<file path="src/hw/rtl/mst_pkg.sv">
// Shared types, constants and move table for the marching-squares contour tracer.
package mst_pkg;

   localparam int MAX_DIM     = 64;
   localparam int ROW_BITS    = 64;
   localparam int WIDTH_CAP   = (MAX_DIM < ROW_BITS) ? MAX_DIM : ROW_BITS;
   localparam int ROW_IDX_W   = $clog2(MAX_DIM);
   localparam int COL_IDX_W   = $clog2(ROW_BITS);
   localparam int COORD_W     = 7;
   localparam int MOVES_W     = 15;
   localparam int LIMIT_FLOOR = 16;
   localparam int CSR_INDEX_W = 1;
   localparam int CSR_DATA_W  = 7;

   typedef enum logic [1:0] {
      CMD_LOAD   = 2'd0,
      CMD_NEXT   = 2'd1,
      CMD_REWIND = 2'd2
   } command_type;

   typedef enum logic [2:0] {
      ST_POINT    = 3'd0,
      ST_CLOSE    = 3'd1,
      ST_NO_SOLID = 3'd2,
      ST_FAILED   = 3'd3,
      ST_FINISHED = 3'd4
   } status_type;

   typedef enum logic [2:0] {
      MV_NONE  = 3'd0,
      MV_UP    = 3'd1,
      MV_LEFT  = 3'd2,
      MV_DOWN  = 3'd3,
      MV_RIGHT = 3'd4
   } move_type;

   typedef enum logic [CSR_INDEX_W-1:0] {
      CSR_REGION_WIDTH  = 1'd0,
      CSR_REGION_HEIGHT = 1'd1
   } csr_index_type;

   typedef struct packed {
      logic       mem_write;
      logic       restart;
      logic       scan_start;
      logic       scan_inc;
      logic       scan_sel;
      logic       origin_set;
      logic       step_commit;
      logic       out_load;
      status_type out_status;
   } dp_cmd_type;

   typedef struct packed {
      logic row_hit;
      logic scan_last;
      logic move_none;
      logic limit_hit;
      logic closes;
      logic cfg_hit;
   } dp_status_type;

   // nbr bit 0 top-left, 1 top-right, 2 bottom-left, 3 bottom-right
   function automatic move_type choose_move(logic [3:0] nbr, move_type prev);
      move_type mv;
      case (nbr) inside
         4'd1, 4'd5, 4'd13: mv = MV_UP;
         4'd2, 4'd3, 4'd7:  mv = MV_RIGHT;
         4'd4, 4'd12, 4'd14: mv = MV_LEFT;
         4'd8, 4'd10, 4'd11: mv = MV_DOWN;
         4'd6:              mv = (prev == MV_UP) ? MV_LEFT : MV_RIGHT;
         4'd9:              mv = (prev == MV_RIGHT) ? MV_UP : MV_DOWN;
         default:           mv = MV_NONE;
      endcase
      return mv;
   endfunction

endpackage

</file>
<file path="src/hw/rtl/mst_ctrl.sv">
// Controller state machine: sequencing of load, scan, step and result handoff.
module mst_ctrl
   import mst_pkg::*;
(
   input  logic          clock,
   input  logic          reset,
   input  logic          req_valid,
   output logic          req_ready,
   input  logic [1:0]    req_command,
   output logic          rsp_valid,
   input  logic          rsp_ready,
   input  dp_status_type st,
   output dp_cmd_type    cmd
);

   typedef enum logic [2:0] {
      S_IDLE,
      S_SCAN_RD,
      S_SCAN_CHK,
      S_STEP_RD,
      S_STEP
   } state_type;

   typedef enum logic [1:0] {
      PH_IDLE,
      PH_TRACING,
      PH_FINISHED,
      PH_FAILED
   } phase_type;

   state_type state_ff, state_in;
   phase_type phase_ff, phase_in;
   logic      rsp_valid_ff, rsp_valid_in;
   logic      out_free;
   logic      req_take;

   assign out_free  = !rsp_valid_ff || rsp_ready;
   assign req_ready = (state_ff == S_IDLE);
   assign req_take  = req_valid && req_ready;
   assign rsp_valid = rsp_valid_ff;

   always_comb begin
      state_in = state_ff;
      phase_in = phase_ff;
      cmd      = '0;
      cmd.out_status = ST_POINT;
      case (state_ff)
         S_IDLE: begin
            if (req_take) begin
               case (req_command)
                  CMD_LOAD: begin
                     cmd.mem_write = 1'b1;
                     cmd.restart   = 1'b1;
                     phase_in      = PH_IDLE;
                  end
                  CMD_REWIND: begin
                     cmd.restart = 1'b1;
                     phase_in    = PH_IDLE;
                  end
                  CMD_NEXT: begin
                     if (phase_ff == PH_IDLE) begin
                        cmd.scan_start = 1'b1;
                        state_in       = S_SCAN_RD;
                     end else begin
                        state_in = S_STEP;
                     end
                  end
                  default: ;
               endcase
            end
         end
         S_SCAN_RD: begin
            cmd.scan_sel = 1'b1;
            state_in     = S_SCAN_CHK;
         end
         S_SCAN_CHK: begin
            cmd.scan_sel = 1'b1;
            if (st.row_hit) begin
               cmd.origin_set = 1'b1;
               phase_in       = PH_TRACING;
               state_in       = S_STEP_RD;
            end else if (st.scan_last) begin
               if (out_free) begin
                  cmd.out_load   = 1'b1;
                  cmd.out_status = ST_NO_SOLID;
                  state_in       = S_IDLE;
               end
            end else begin
               cmd.scan_inc = 1'b1;
               state_in     = S_SCAN_RD;
            end
         end
         S_STEP_RD: begin
            state_in = S_STEP;
         end
         S_STEP: begin
            if (out_free) begin
               cmd.out_load = 1'b1;
               state_in     = S_IDLE;
               case (phase_ff)
                  PH_FINISHED: cmd.out_status = ST_FINISHED;
                  PH_TRACING: begin
                     if (st.limit_hit || st.move_none) begin
                        cmd.out_status = ST_FAILED;
                        phase_in       = PH_FAILED;
                     end else begin
                        cmd.step_commit = 1'b1;
                        if (st.closes) begin
                           cmd.out_status = ST_CLOSE;
                           phase_in       = PH_FINISHED;
                        end else begin
                           cmd.out_status = ST_POINT;
                        end
                     end
                  end
                  default: cmd.out_status = ST_FAILED;
               endcase
            end
         end
         default: state_in = S_IDLE;
      endcase
      if (st.cfg_hit) begin
         phase_in = PH_IDLE;
      end
   end

   always_comb begin
      rsp_valid_in = rsp_valid_ff;
      if (cmd.out_load) begin
         rsp_valid_in = 1'b1;
      end else if (rsp_ready) begin
         rsp_valid_in = 1'b0;
      end
   end

   always_ff @(posedge clock) begin
      if (reset) begin
         state_ff     <= S_IDLE;
         phase_ff     <= PH_IDLE;
         rsp_valid_ff <= 1'b0;
      end else begin
         state_ff     <= state_in;
         phase_ff     <= phase_in;
         rsp_valid_ff <= rsp_valid_in;
      end
   end

   a_out_slot_free: assert property (@(posedge clock) disable iff (reset)
      cmd.out_load |-> (!rsp_valid_ff || rsp_ready))
      else $error("result loaded over an untaken result");

   a_next_leaves_idle: assert property (@(posedge clock) disable iff (reset)
      (req_take && req_command == CMD_NEXT) |=> (state_ff != S_IDLE))
      else $error("next transaction did not start work");

endmodule

</file>
<file path="config.mk">
export PLATFORM = sky130hd
export DESIGN_NAME = mst_ctrl
export DESIGN_NICKNAME = d
export VERILOG_FILES = /design/src/hw/rtl/mst_pkg.sv /design/src/hw/rtl/mst_ctrl.sv
export SDC_FILE = /design/constraint.sdc
export NUM_CORES = 1
export LEC_CHECK = 0
export ABC_AREA = 1
export ABC_CLOCK_PERIOD_IN_PS = 2400
export BUFFER_PORTS_ARGS = -buffer_cell sky130_fd_sc_hd__buf_4
export CAP_MARGIN = 20
export CORE_AREA = 4 4 41 43
export CTS_BUF_LIST = sky130_fd_sc_hd__clkbuf_2
export CTS_CLUSTER_DIAMETER = 200
export DETAILED_ROUTE_END_ITERATION = 8
export DIE_AREA = 0 0 45 47
export PLACE_DENSITY = 0.68
export SYNTH_ARGS = -nofsm -noshare
export SYNTH_HDL_FRONTEND = slang
export SYNTH_SLANG_ARGS = --single-unit
</file>
<file path="constraint.sdc">
create_clock -name clock -period 2.4 [get_ports clock]
set_clock_uncertainty 0.2 [all_clocks]
set_input_delay 0.36 -clock clock [delete_from_list [all_inputs] [get_ports clock]]
set_output_delay 0.36 -clock clock [all_outputs]
set_load 0.02 [all_outputs]
</file>
==> key figures, run 1 <==
Pwr
  • Max IR drop VDD: 0.358 mV
  • Switching Fraction: 45.5%
  • Comb pwr share: 55.1%
  • Clock power share: 16.5%
  • Pwr dens: 636 nW/um^2
  • Switching power: 0.205 mW
  • Sequential fraction of design power: 28.4%
  • Power Total: 0.451 mW
  • Leakage: 0.391 nW
  • Internal power: 0.246 mW

Global route
  • Initial antenna violation count: 0
  • Largest net degree at the start of global routing: 7
  • Total GRT Usage: 13.3%
  • GR Overflow Total: 0
  • First-pass GRT wire length: 2.08 mm
  • Vias in the first global route: 513

Routing
  • DR vias: 588
  • DRT antenna net count: 0
  • First-iteration detailed-routing DRC count: 18
  • Drt pass-1 iters: 4
  • Post-DR wirelength/cell: 9.75 um
  • Total wire length: 1.24 mm
  • DRC violations left: 0
  • Via/cell ratio: 4.63

Critical path
  • Start point of the critical path: state_ff[1]$_SDFFE_PP0P_
  • Kind of critical path: flop to primary output
  • Worst-path fanout max: 6
  • Worst Setup End Kind: primary output
  • Arr. time, crit path: 1.42 ns
  • Crit path launch type: flop
  • Reg-to-reg critical path startpoint: state_ff[1]$_SDFFE_PP0P_
  • Required time worst endpoint: 1.84 ns
  • R2r worst-path depth: 7

Clock network
  • # hold bufs at CTS: 0
  • Clk slew on worst S/H paths: 0.08 ns
  • Post-CTS sizing: 0
  • Root Buffer: clkbuf_2
  • CTS Sinks: 6
  • Worst-skew pair later-pin latency: 0.23 ns
  • CTS tree: yes
  • TritonCTS Buffers: 3
  • Postcts setup bufs: 0
  • Longest Clk Path Bufs: 2
  • Number of H-tree levels: 1

STA
  • Setup TNS: 0 ns
  • Final worst setup slack: 0.421 ns
  • Max Slew Vio Count: 0
  • Setup Viol. Count Final: 0
  • FMAX: 505 MHz
  • RSZ-0062 raised after global routing: no
  • Slew headroom: 85.5%
  • Hold_ws: 0.132 ns
  • Final cycle utilization of the critical path: 82.4%
  • Tmin final: 1.98 ns
  • Hold violation count in the final report: 0
  • Worst-margin pin slew: 0.217 ns

Synthesis
  • Synthesized flop and latch total: 6
  • Syn Nets: 98
  • Mean Syn Cell Area: 5.85 sq um
  • Syn. warnings: 0
  • Cells after synthesis: 86
  • Register area share after synthesis: 23.9%
  • Largest area contributor in the netlist: dfxtp_1
  • Distinct cells, synth: 20
  • Area share of the largest cell type after synthesis: 23.9%
  • Syn Std Cell Area: 503 sq um
  • Top post-synthesis cells by area: dfxtp_1 (24%), nor2_1 (13%), nand2_1 (12%)

Placement
  • RD Place Congestion: 0.800
  • PortBufs: 24
  • DP HPWL: 1.02 mm
  • Placed cell areas: 694 sq um
  • Dpl ws: 0.689 ns
  • Cells after DPL: 124

Floorplanning
  • Core Rows: 13
  • Die area: 2120 sq um
  • Core area: 1300 sq um
  • # IOs: 25
  • Die X: 45 um
  • Die H: 47 um
  • Starting Density: 38.7%

Finish
  • Final Non-Filler Cells: 127
  • N_diodes: 0
  • Final Util: 54.5%
  • Final net count: 126
  • Synth-to-Final Area Change: 41.0%
  • Leading cell types in the layout, fill and taps excluded: buf_4 (24), nor2_1 (17), nand2_1 (16)
  • Most common cell after layout, fill and taps aside: buf_4
  • Layout cells sized above 1: 37.5%
  • Finished Cell Area: 709 sq um

Flow run
  • Max-cap violations: 0

Hold path
  • Hold Path Depth: 2
  • Min-Delay Path Class: input pin to flop
  • Hold_sp: reset

Status
  • Status: finished, final reports clean
[state kept, by name (all words and copies together) (netlist names)]
| name | count |
|---|---|
| state_ff | 3 |
| phase_ff | 2 |
| rsp_valid | 1 |
[layer usage]
| metal | wire length (um) | share of wire [%] | vias up | track usage, % |
|---|---|---|---|---|
| met5 | 0 | 0 | - | 0 |
| met4 | 0 | 0 | 0 | 1.75 |
| met3 | 93 | 7.5 | 0 | 6.13 |
| met2 | 597 | 48 | 15 | 21.8 |
| met1 | 547 | 44 | 252 | 16.6 |
| li1 | - | - | 321 | - |
[critical path, stage by stage (launching register included)]
cell and delay [ns]:
dfxtp_1 0.37, nor2_2 0.20, inv_2 0.07, nor2_4 0.13, nand2_2 0.11, nor3_2 0.16, buf_4 0.16
[cell usage after synthesis]
cell type and n:
nor2_1 17, nand4_1 1, nand3_1 6, a21oi_1 3, o21ai_2 1, nand2_1 16
o21ai_0 2, nor3b_2 1, o211a_1 1, inv_2 3, inv_1 13, o21bai_1 1
nor2_2 4, nor2_4 1, nor3_2 1, nor3_1 3, o21ai_1 1, dfxtp_1 6
buf_4 1, nand2_2 4
[cells by family (layout without fill, tap and decap cells)]
group / after synthesis / count (layout) / synth area share, %
buffers and inverters: 17 / 43 / 13.4
DFF: 6 / 6 / 23.9
AOI/OAI and AO/OA: 9 / 9 / 11.2
and+or+nand+nor: 54 / 54 / 51.5
[power groups by stage]
stage / Clock (mW) / Sequential [mW] / Combinational (mW)
CTS: 0.0773 / 0.128 / 0.250
detailed placement: 0 / 0.130 / 0.249
finish: 0.0743 / 0.128 / 0.249
floorplan: 0 / 0.129 / 0.175
global placement: 0 / 0.130 / 0.248
global route: 0.0851 / 0.131 / 0.279
[cell type report]
cell class / instances / area [sq um]
Fill cell: 149 / 592
Sequential cell: 6 / 120
Inverter: 16 / 60.1
Timing Repair Buffer: 24 / 180
Tap cell: 15 / 18.8
Multi-Input combinational cell: 63 / 315
Clock buffer: 3 / 15.0
[final timing paths]
check / to / slack [ns]
max reg2reg: phase_ff[0]$_SDFFE_PP0P_ / 1.00
max: cmd[0] / 0.42
min reg2reg: state_ff[1]$_SDFFE_PP0P_ / 0.38
min: state_ff[1]$_SDFFE_PP0P_ / 0.13
(Power assumes the default switching activity.)
==> run 2: changes to the inputs <==
--- a/config.mk
+++ b/config.mk
@@ -6,7 +6,7 @@
 export NUM_CORES = 1
 export LEC_CHECK = 0
 export ABC_AREA = 1
-export ABC_CLOCK_PERIOD_IN_PS = 2400
+export ABC_CLOCK_PERIOD_IN_PS = 1950
 export BUFFER_PORTS_ARGS = -buffer_cell sky130_fd_sc_hd__buf_4
 export CAP_MARGIN = 20
 export CORE_AREA = 4 4 41 43
==> constraint.sdc (replaced) <==
create_clock -name clock -period 1.95 [get_ports clock]
set_clock_uncertainty 0.2 [all_clocks]
set_input_delay 0.2925 -clock clock [delete_from_list [all_inputs] [get_ports clock]]
set_output_delay 0.2925 -clock clock [all_outputs]
set_load 0.02 [all_outputs]
==> run 2 against run 1 <==
Effect of this change: critical path depth unchanged; highest routed layer unchanged; first-iteration DRC count down 44%; wire length up 1.5%; via count up 1.5%; total power up 25%; cell count unchanged; sequential share of layout area about the same; count of clock-buffer cells in the layout unchanged; core utilization up 0.67 points.
==> key figures, run 2 (same netlist as run 1, synthesis figures left out) <==
Pwr
  • Pwr dens: 787 nW/um^2
  • Leakage: 0.394 nW
  • Max IR drop VDD: 0.394 mV
  • Internal power: 0.308 mW
  • Sequential fraction of design power: 28.5%
  • Comb pwr share: 55.3%
  • Clock power share: 16.2%
  • Switching Fraction: 45.6%
  • Power Total: 0.565 mW
  • Switching power: 0.257 mW

Floorplanning
  • Core Rows: 13
  • # IOs: 25
  • Core area: 1300 sq um
  • Die X: 45 um
  • Die area: 2120 sq um
  • Die H: 47 um
  • Starting Density: 38.7%

Global route
  • First-pass GRT wire length: 2.03 mm
  • GR Overflow Total: 0
  • Initial antenna violation count: 0
  • Vias in the first global route: 529
  • Largest net degree at the start of global routing: 7
  • Total GRT Usage: 13.4%

Critical path
  • Crit path launch type: flop
  • Start point of the critical path: state_ff[0]$_SDFFE_PP0P_
  • Required time worst endpoint: 1.46 ns
  • Kind of critical path: flop to primary output
  • Worst Setup End Kind: primary output
  • Arr. time, crit path: 1.36 ns
  • Reg-to-reg critical path startpoint: state_ff[0]$_SDFFE_PP0P_
  • Worst-path fanout max: 5

Clock network
  • Postcts setup bufs: 0
  • Number of H-tree levels: 1
  • Longest Clk Path Bufs: 2
  • Root Buffer: clkbuf_2
  • TritonCTS Buffers: 3
  • Post-CTS sizing: 0
  • # hold bufs at CTS: 0
  • CTS tree: yes
  • CTS Sinks: 6
  • Clk slew on worst S/H paths: 0.08 ns
  • Worst-skew pair later-pin latency: 0.23 ns

Finish
  • Synth-to-Final Area Change: 42.8%
  • Final net count: 126
  • Max FFs per register: 3
  • Top reg by flops: state_ff
  • N_diodes: 0
  • Most common cell after layout, fill and taps aside: buf_4
  • Layout cells sized above 1: 39.3%
  • Finished Cell Area: 718 sq um
  • Leading cell types in the layout, fill and taps excluded: buf_4 (24), nor2_1 (17), nand2_1 (15)
  • Final Non-Filler Cells: 127

Routing
  • DR WL met2: 601 um
  • Met1 wire length: 549 um
  • First-iteration detailed-routing DRC count: 10
  • Post-DR wirelength/cell: 9.89 um
  • Drt pass-1 iters: 4
  • Highest routing layer actually used: met3
  • DRT antenna net count: 0
  • DR vias: 597
  • Via/cell ratio: 4.70
  • Met3 wire length: 105 um
  • DRC violations left: 0
  • Total wire length: 1.26 mm

Hold path
  • Min-Delay Path Class: input pin to flop
  • Hold_sp: reset

Flow run
  • Max-cap violations: 0

STA
  • Setup Viol. Count Final: 0
  • Tmin final: 1.85 ns
  • Slew headroom: 86.3%
  • Worst-margin pin slew: 0.206 ns
  • Hold violation count in the final report: 0
  • Final cycle utilization of the critical path: 95.0%
  • Setup TNS: 0 ns
  • Max Slew Vio Count: 0
  • RSZ-0062 raised after global routing: yes
  • FMAX: 540 MHz

Status
  • Status: finished, final reports clean

Placement
  • DP HPWL: 1.05 mm
  • RD Place Congestion: 0.802
  • Placed cell areas: 694 sq um
  • PortBufs: 24
  • Cells after DPL: 124
run 2: cell types whose count changed in the layout (fill, tap and decap cells not counted):
cell     delta
nand2_2     +1
nor2_4      +1
dfxtp_1     -1
nand2_1     -1
dfxtp_2     +1
nor2_2      -1
run 2: through the flow:
step                      util, %  setup WS (ns)  hold WS (ns)
final                        55.2         0.0975        0.0590
after global routing         55.2       -0.00522        0.0436
after CTS                    54.5         0.0288        0.0526
after detailed placement     53.4          0.303         0.313
after global placement       53.4          0.342         0.307
after floorplan                 -          0.326         0.162
run 2: per-layer routing:
metal | track usage (%) | vias to the layer above
met2 | 22.3 | 19
met5 | 0 | -
met1 | 15.5 | 258
met4 | 1.75 | 0
li1 | - | 320
met3 | 7.28 | 0
run 2: path summary, 6_finish.rpt:
path | end | slack (ns) | depth (start not counted)
worst max-delay path | cmd[0] | 0.1 | 6
worst min-delay path | state_ff[1]$_SDFFE_PP0P_ | 0.06 | 2
worst min register to register | phase_ff[0]$_SDFFE_PP0P_ | 0.38 | 4
worst max register to register | phase_ff[0]$_SDFFE_PP0P_ | 0.57 | 7
run 2: power groups by stage:
stage                     sequential [mW]  combinational (mW)  clock [mW]
after detailed placement            0.159               0.309           0
after global placement              0.159               0.307           0
after global routing                0.163               0.350       0.104
final                               0.161               0.312      0.0915
after CTS                           0.157               0.311      0.0977
after floorplan                     0.158               0.216           0
run 2: critical path: stages, from the launching register on:
cell and delay [ns]:
dfxtp_1 0.36, nor2_4 0.17, inv_2 0.06, nor2_4 0.12
nand2_2 0.10, nor3_2 0.15, buf_4 0.16
run 2: layout make-up:
| type | instances | area, sq um |
|---|---|---|
| timing repair buffer | 24 | 180 |
| multi-input combinational | 63 | 323 |
| sequential | 6 | 121 |
| tap | 15 | 18.8 |
| clock buffer | 3 | 15.0 |
| inverter | 16 | 60.1 |
| fill | 139 | 583 |
==> run 3: changes to the inputs <==
--- a/config.mk
+++ b/config.mk
@@ -9,11 +9,11 @@
 export ABC_CLOCK_PERIOD_IN_PS = 1950
 export BUFFER_PORTS_ARGS = -buffer_cell sky130_fd_sc_hd__buf_4
 export CAP_MARGIN = 20
-export CORE_AREA = 4 4 41 43
+export CORE_AREA = 2 2 39 41
 export CTS_BUF_LIST = sky130_fd_sc_hd__clkbuf_2
 export CTS_CLUSTER_DIAMETER = 200
 export DETAILED_ROUTE_END_ITERATION = 8
-export DIE_AREA = 0 0 45 47
+export DIE_AREA = 0 0 41 43
 export PLACE_DENSITY = 0.68
 export SYNTH_ARGS = -nofsm -noshare
 export SYNTH_HDL_FRONTEND = slang
==> run 3 against run 2 <==
Effect of this change: sequential cell count unchanged; critical endpoint unchanged; register-to-register slack got worse by 0.08 ns; non-clock buffer count increased by 1; first-iteration DRC count increased by 30%; sequential power about the same; critical path depth unchanged; wire length decreased by 4.1%.
==> key figures, run 3 (same netlist as run 1, synthesis figures left out) <==
STA
  • Tmin final: 1.83 ns
  • Hold violation count in the final report: 0
  • FMAX: 546 MHz
  • Final cycle utilization of the critical path: 94.0%
  • Max Slew Vio Count: 0
  • Worst-margin pin slew: 0.232 ns
  • Setup Viol. Count Final: 0
  • Slew headroom: 84.5%

Clock network
  • Longest Clk Path Bufs: 2
  • CTS Sinks: 6
  • Worst-skew pair later-pin latency: 0.23 ns
  • Number of H-tree levels: 1
  • TritonCTS Buffers: 3
  • # hold bufs at CTS: 0
  • CTS tree: yes
  • Root Buffer: clkbuf_2
  • Clk slew on worst S/H paths: 0.07 ns

Placement
  • RD Place Congestion: 0.822
  • PortBufs: 24
  • Cells after DPL: 125
  • DP HPWL: 988 um

Critical path
  • Crit path launch type: flop
  • Flop2flop setup slack: 0.49 ns
  • R2r endpoint: phase_ff[1]$_SDFFE_PP0P_
  • Worst setup path end: cmd[0]
  • Worst Setup End Kind: primary output
  • Start point of the critical path: state_ff[1]$_SDFFE_PP0P_
  • Kind of critical path: flop to primary output
  • Worst-path fanout max: 6
  • Arr. time, crit path: 1.34 ns
  • Required time worst endpoint: 1.46 ns
  • R2r worst-path depth: 8
  • Reg-to-reg critical path startpoint: state_ff[0]$_SDFFE_PP0P_

Finish
  • Final Non-Filler Cells: 129
  • Leading cell types in the layout, fill and taps excluded: buf_4 (25), nor2_1 (17), nand2_1 (15)
  • Max FFs per register: 3
  • Final Util: 52.5%
  • Most common cell after layout, fill and taps aside: buf_4
  • Reg area: 121 sq um
  • N_diodes: 0
  • Top reg by flops: state_ff
  • Layout cells sized above 1: 39.8%
  • FILL cells: 150
  • Synth-to-Final Area Change: 44.5%
  • Final net count: 127
  • Multi-input logic area: 323 sq um

Floorplanning
  • Die area: 1760 sq um
  • Die X: 41 um
  • Die H: 43 um
  • Core area: 1380 sq um
  • Core Rows: 14
  • Starting Density: 36.3%
  • # IOs: 25

Routing
  • DRT antenna net count: 0
  • First-iteration detailed-routing DRC count: 13
  • Total wire length: 1.21 mm
  • Via/cell ratio: 4.70
  • DRC violations left: 0
  • Drt pass-1 iters: 4
  • DR vias: 606
  • Post-DR wirelength/cell: 9.34 um

Hold path
  • Min-Delay Path Class: input pin to flop

Global route
  • Vias in the first global route: 523
  • GR Overflow Total: 0
  • Initial antenna violation count: 0
  • First-pass GRT wire length: 1.97 mm
  • Largest net degree at the start of global routing: 7
  • Total GRT Usage: 16.2%

Pwr
  • Leakage: 0.399 nW
  • Sequential fraction of design power: 28.1%
  • Switching power: 0.259 mW
  • Max IR drop VDD: 0.521 mV
  • Switching Fraction: 45.1%
  • Clock power share: 15.9%
  • Internal power: 0.315 mW
  • Pwr dens: 791 nW/um^2
  • Comb pwr share: 56.0%

Flow run
  • Max-cap violations: 0

Status
  • Status: finished, final reports clean
==> run 3: power groups by stage <==
stage	sequential, mW	clock [mW]	combinational [mW]
floorplan	0.158	0	0.216
global placement	0.158	0	0.306
detailed placement	0.160	0	0.310
CTS	0.157	0.0942	0.311
global route	0.164	0.101	0.367
finish	0.162	0.0912	0.322
==> run 3: cell type report <==
class / count / area share, %
Timing Repair Buffer: 25 / 25.8
Tap cell: 16 / 2.75
Clock buffer: 3 / 2.07
Sequential cell: 6 / 16.7
Multi-Input combinational cell: 63 / 44.4
Inverter: 16 / 8.26
==> run 3: worst min path at each step <==
stage	from	endpoint	cells past startpoint
final	reset	state_ff[1]$_SDFFE_PP0P_	2
after global routing	reset	state_ff[1]$_SDFFE_PP0P_	2
after CTS	reset	state_ff[1]$_SDFFE_PP0P_	2
after detailed placement	reset	state_ff[1]$_SDFFE_PP0P_	2
after global placement	reset	state_ff[1]$_SDFFE_PP0P_	2
after floorplan	reset	state_ff[1]$_SDFFE_PP0P_	1
==> run 3: critical path, cell delays in order, from the launching register on <==
cell,delay [ns]
dfxtp_2,0.36
nor2_4,0.14
inv_2,0.05
nor2_4,0.13
nand2_2,0.11
nor3_2,0.16
buf_4,0.16
==> run 3: timing repair <==
action                                  in CTS  in global routing
resized for setup                            0                  3
endpoints found under the setup margin       0                  4
setup buffers                                0                  1
==> run 3: layer usage <==
metal,up-vias,GRT usage (%),part of all wire [%]
met1,267,18.9,44
met5,-,0,0
met2,16,25.6,47
met3,2,7.85,7.5
li1,321,-,-
met4,0,4.00,0.83
==> run 3: stage by stage <==
stage          setup TNS, ns  hold slack [ns]  power, mW  worst slack (ns)  cell area [sq um]
2_1_floorplan              0            0.162      0.374             0.326                503
3_3_place_gp               0            0.307      0.465             0.338                696
3_5_place_dp               0            0.309      0.469             0.311                696
4_1_cts                    0           0.0556      0.562            0.0405                711
5_1_grt             -0.00111           0.0462      0.632          -0.00111                727
6_report                   0           0.0544      0.575             0.117                727
